## src/hw/rtl/vn_pkg.sv

```systemverilog
// Shared types, widths and arithmetic step functions for the vector normalizer.
// Used by vn_isqrt, vn_lane and vector3_normalizer_core; depends on nothing.
`default_nettype none

package vn_pkg;

    // Component width and fraction bits of the unit result.
    localparam int COMP_W = 16;
    localparam int FRAC_BITS = 14;

    // Derived widths.
    localparam int UNIT_W = FRAC_BITS + 2;
    localparam int MAG_W = FRAC_BITS + 1;
    localparam int SUM_W = 2 * COMP_W;
    localparam int QUO_W = 2 * FRAC_BITS + 3;
    localparam int ROOT_W = (COMP_W > FRAC_BITS + 2) ? COMP_W : FRAC_BITS + 2;
    localparam int RAD_W = 2 * ROOT_W;
    localparam int REM_W = ROOT_W + 4;

    // Pipeline depths.
    localparam int DIV_STEPS = QUO_W;
    localparam int ROOT_STEPS = ROOT_W;
    localparam int PIPE_DEPTH = 3 + DIV_STEPS + ROOT_STEPS;

    typedef struct packed {
        logic signed [COMP_W-1:0] comp_x;
        logic signed [COMP_W-1:0] comp_y;
        logic signed [COMP_W-1:0] comp_z;
    } vn_in_t;

    typedef struct packed {
        logic signed [UNIT_W-1:0] unit_x;
        logic signed [UNIT_W-1:0] unit_y;
        logic signed [UNIT_W-1:0] unit_z;
        logic [COMP_W-1:0] length;
        logic was_zero;
    } vn_out_t;

    typedef struct packed {
        logic [SUM_W-1:0] rem;
        logic qbit;
    } div_step_t;

    typedef struct packed {
        logic [RAD_W-1:0] rad;
        logic [REM_W-1:0] rem;
        logic [ROOT_W-1:0] root;
    } root_step_t;

    // One restoring division step on an already shifted partial remainder.
    function automatic div_step_t div_step(input logic [SUM_W:0] x,
                                           input logic [SUM_W-1:0] s);
        div_step_t r;
        logic [SUM_W:0] diff;
        diff = x - {1'b0, s};
        if (x >= {1'b0, s}) begin
            r.rem = diff[SUM_W-1:0];
            r.qbit = 1'b1;
        end else begin
            r.rem = x[SUM_W-1:0];
            r.qbit = 1'b0;
        end
        return r;
    endfunction

    // One digit of the integer square root: bring down two radicand bits.
    function automatic root_step_t root_step(input root_step_t st);
        root_step_t r;
        logic [REM_W-1:0] rem_sh;
        logic [REM_W-1:0] trial;
        rem_sh = {st.rem[REM_W-3:0], st.rad[RAD_W-1:RAD_W-2]};
        trial = {{(REM_W-ROOT_W-2){1'b0}}, st.root, 2'b01};
        r.rad = {st.rad[RAD_W-3:0], 2'b00};
        if (rem_sh >= trial) begin
            r.rem = rem_sh - trial;
            r.root = {st.root[ROOT_W-2:0], 1'b1};
        end else begin
            r.rem = rem_sh;
            r.root = {st.root[ROOT_W-2:0], 1'b0};
        end
        return r;
    endfunction

endpackage

`default_nettype wire

```

## src/hw/rtl/vn_isqrt.sv

```systemverilog
// Pipelined integer square root, one result digit per stage.
// Depends on vn_pkg for widths and the digit step function.
`default_nettype none

module vn_isqrt
    import vn_pkg::*;
(
    input  wire logic              aclk,
    input  wire logic              en,
    input  wire logic [RAD_W-1:0]  radicand,
    output logic      [ROOT_W-1:0] root
);

    root_step_t stage_reg [ROOT_STEPS];

    // The first stage starts from a zero remainder and root.
    always_ff @(posedge aclk) begin
        if (en) begin
            stage_reg[0] <= root_step('{rad: radicand, rem: '0, root: '0});
        end
    end

    // Each following stage resolves one more root bit.
    for (genvar k = 1; k < ROOT_STEPS; k++) begin : g_step
        always_ff @(posedge aclk) begin
            if (en) begin
                stage_reg[k] <= root_step(stage_reg[k-1]);
            end
        end
    end

    assign root = stage_reg[ROOT_STEPS-1].root;

endmodule

`default_nettype wire

```

## config.mk

```make
export PLATFORM = sky130hd
export DESIGN_NAME = vn_isqrt
export DESIGN_NICKNAME = d
export VERILOG_FILES = /design/src/hw/rtl/vn_pkg.sv /design/src/hw/rtl/vn_isqrt.sv
export SDC_FILE = /design/constraint.sdc
export NUM_CORES = 1
export LEC_CHECK = 0
export BUFFER_PORTS_ARGS = -buffer_cell sky130_fd_sc_hd__buf_2
export CAP_MARGIN = 20
export CORE_AREA = 2 2 239 418
export CTS_CLUSTER_SIZE = 20
export DETAILED_ROUTE_END_ITERATION = 8
export DIE_AREA = 0 0 241 420
export PLACE_DENSITY_LB_ADDON = 0.05
export SLEW_MARGIN = 20
export SYNTH_ARGS = -nofsm -noshare
export SYNTH_HDL_FRONTEND = slang
export SYNTH_SLANG_ARGS = --single-unit
export TNS_END_PERCENT = 100
```

## constraint.sdc

```tcl
create_clock -name aclk -period 5.4 [get_ports aclk]
set_input_delay 0.54 -clock aclk [delete_from_list [all_inputs] [get_ports aclk]]
set_output_delay 0.54 -clock aclk [all_outputs]
set_load 0.02 [all_outputs]
```

==> metrics list <==
- CTS placed an instance of clkbuf_16 at the clock tree root.
* Source-to-sink clock delay at the later pin of the worst-skew pair: approximately 0.65 ns
* Routed length per instance: 17.98 µm
* Gp weighted congestion: 0.9448
- In this run the tool buffered the top-level ports with between 40 and 50 buffer cells.
* Synth cell types: 71
- Worst-case clock skew: 0.02163 ns
* Row count: 152
- Hold is met by 0.06457 ns.
- Ratio of final minimum period to clock period: 63.91%
- Dividing total power by cell area gives a power density of a little under 400 nW/µm².
* Congestion Overflow GR: 0
* Crit path kind: reg2reg
- 50 I/O pins were placed.
* Required time at the worst-slack endpoint: 5.79 ns
- Vertical die dimension: 420 µm
* Share of flip-flops with an asynchronous set or reset: 0%
- Initial core utilization: 29.82%
- Clock H-tree levels: 3
- Compared with the post-synthesis result, the final layout area differs by 13.75%.
- Wire length of the first global-routing pass: 99.84 mm
- Leakage power of the design: 0.01238 µW
* Flip-flop count of the largest register after layout: 626
- Detailed placement finished with a half-perimeter wire length of 47.74 mm.
- Sequential cell area fraction in the yosys report: 64.48%
- Static timing analysis puts the maximum clock frequency at roughly 290 MHz.
* Via count of the first global-routing pass: roughly 18000
- The worst-case IR drop observed on VDD is 0.0002523 V.
- Post-synth top flop: edfxtp_1
- Number of remaining DRC errors: 0
- Synthesized netlist net count: approximately 2400
- Routed via count divided by cell count: 4.668
- CTS hold repair buffers: 0
- At the end of the flow, the number of nets in the layout was 2484.
* Share of cells above drive strength 1: under 10%
* Clock-pin slew on the worst setup and hold paths: approximately 0.060 ns
- Count of routing violations after the opening detailed-route iteration: 738
* Setup Fix Bufs, Post-CTS: 0
- The number of antenna diodes in the final layout is 0.
* Max-cap viol count: 0
- Data arrives at the worst endpoint at 3.84 ns.
- Of all nets on the critical path, the largest fanout is 23.
- CTS sink cnt: 626
* Area of the die: 101200 µm²
- Run status: completed
- Post-synthesis sequential element count: 626
* Clock buffers created by TritonCTS: 70
- Largest net degree at the start of global routing: 146
- Counting flops with a built-in enable in the synthesized netlist gives between 600 and 700.
- Netlist area before placement: 29150 µm²
- The worst register-to-register path begins at stage_reg[1][349]$_DFFE_PP_.
- CTS tree: done
- Once placement completed, the tool counted placed cells totaling approximately 3500.
- Least-Margin Pin Slew: 1.113 ns
- Setup total negative slack on the finished layout was measured at 0 ns.
- No sink is reached through more buffers than the 3 on the longest clock path.
- DRT Wirelength: 65.74 mm
* Cells after synthesis: 2211
- Gates resized during post-CTS repair numbered 0.
- DR pass1 iterations: 5
- Floorplan core area: 97750 µm²
- Setup violations remaining at the end of the flow were counted as 0.
- The detail route stage leaves a number of antenna-violating nets equal to 0.
* RSZ-0062 raised after global routing: false
- Global routing used 13.14% of the available tracks.
- The initial antenna violation count was 0.
- Die span in x: 241 µm
- The worst setup path is launched from a flop.
- The count of final max-slew check failures was 0.
* Non-filler instance count after layout: 3657
- For this run, the number of Yosys warnings is 0.
- In this run the most critical hold path is launched from radicand[28].
* Via count: ~17000
- Crit end category: flop
- Dividing the synthesized area by the synthesized cell count gives 13.19 µm².
- In this run the worst setup path begins at stage_reg[1][349]$_DFFE_PP_.
- Final-report hold violation count: 0
* Hold Crit Class: in2reg
- Worst relative slew slack: about 25%
- Min cycle time layout: about 3.5 ns
worst paths after layout:
kind | end | cells past startpoint | slack [ns]
setup / recovery | stage_reg[1][418]$_DFFE_PP_ | 7 | 1.95
hold / removal | stage_reg[0][64]$_DFFE_PP_ | 1 | 0.06
setup reg to reg | stage_reg[1][418]$_DFFE_PP_ | 7 | 1.95
hold reg to reg | stage_reg[0][120]$_DFFE_PP_ | 0 | 0.41
critical path, stage by stage, from the launching register on:
cell,delay [ns]
edfxtp_1,0.39
ha_1,0.37
nand4_1,0.26
a211oi_1,0.14
nor4b_1,0.96
o211ai_1,0.42
buf_4,0.34
mux2_2,0.30
layer usage:
layer  share of wire (%)  global-route usage, %
met1                  29                  9.830
met2                  62                  28.61
met3                 2.7                  1.958
met4                 5.8                  8.652
met5                   0                      0
logic make-up after synthesis:
group	synth area share, %
compound gates	8.777
xor+xnor	5.498
fa+ha+maj	6.566
buf+inv	3.326
flops	64.48
mux	1.485
other cells	0.01286
simple gates	9.858
where the power goes:
| group | internal (µW) | switching (µW) | leakage, µW | total [µW] |
|---|---|---|---|---|
| combinational | 776 | 1060 | 0.00533 | 1840 |
| sequential | 6000 | 297 | 0.00599 | 6290 |
| clock | 2650 | 2020 | 0.00107 | 4670 |
cell type report:
class,count,area (µm²)
Clock inverter,35,331.6
Multi-Input combinational cell,1345,9394
Tap cell,1309,1638
Timing Repair Buffer,63,422.9
Sequential cell,626,18800
Inverter,191,716.9
Fill cell,9735,64590
Clock buffer,88,1862
metrics by stage:
step / area [µm²] / setup slack [ns] / power [µW] / util [%]
global route: 33160 / 1.765 / 13450 / 33.93
CTS: 33160 / 1.949 / 13060 / 33.92
global placement: 30970 / 1.981 / 8220 / 31.68
finish: 33160 / 1.949 / 12800 / 33.93
floorplan: 29150 / 2.795 / 7593 / -
detailed placement: 30970 / 1.973 / 8250 / 31.68
cell usage in the layout (no fill, tap or decap), drive strengths merged, types with 15 or more instances in the layout:
cell type  instances
nand2            100
clkbuf            88
nor2b             15
a211oi            22
clkinv            27
o211ai            15
nand4             23
o21a              32
nand3             49
mux2              34
buf               63
o31ai             18
nor4              37
xnor2            110
edfxtp           626
nor2             145
inv              193
a21o              24
or3               31
ha               153
nand2b            28
o21ai            105
xor2              73
a21oi            131
nor3              56
synthesized netlist by cell type (all sizes together) (4+ instances only):
| library cell | count | share of area (%) |
|---|---|---|
| nand2 | 100 | 1.3 |
| inv | 190 | 2.4 |
| nor4 | 37 | 0.79 |
| or2 | 10 | 0.21 |
| or3 | 31 | 0.68 |
| a211oi | 22 | 0.57 |
| nor2 | 145 | 1.9 |
| xnor2 | 110 | 3.3 |
| o211ai | 15 | 0.39 |
| ha | 153 | 6.6 |
| nor3b | 6 | 0.15 |
| clkbuf | 31 | 0.40 |
| and2 | 9 | 0.19 |
| a31oi | 4 | 0.086 |
| nor3 | 56 | 1.0 |
| nand4b | 12 | 0.36 |
| a2111oi | 6 | 0.18 |
| a21o | 24 | 0.62 |
| a21oi | 131 | 2.2 |
| o211a | 4 | 0.14 |
| nand3b | 5 | 0.13 |
| nor4b | 6 | 0.18 |
| mux2 | 34 | 1.3 |
| nand2b | 28 | 0.60 |
| and3b | 4 | 0.12 |
| o21a | 32 | 0.82 |
| nand4 | 23 | 0.49 |
| or4 | 5 | 0.14 |
| xor2 | 73 | 2.2 |
| and3 | 12 | 0.26 |
| o21bai | 4 | 0.10 |
| nand3 | 49 | 0.84 |
| nor2b | 15 | 0.32 |
| edfxtp | 626 | 64 |
| o21ai | 105 | 1.8 |
| o31ai | 18 | 0.51 |
| a31o | 8 | 0.24 |
| buf | 18 | 0.47 |
| a21boi | 8 | 0.21 |
| mux2i | 5 | 0.17 |
(Power assumes the default switching activity.)
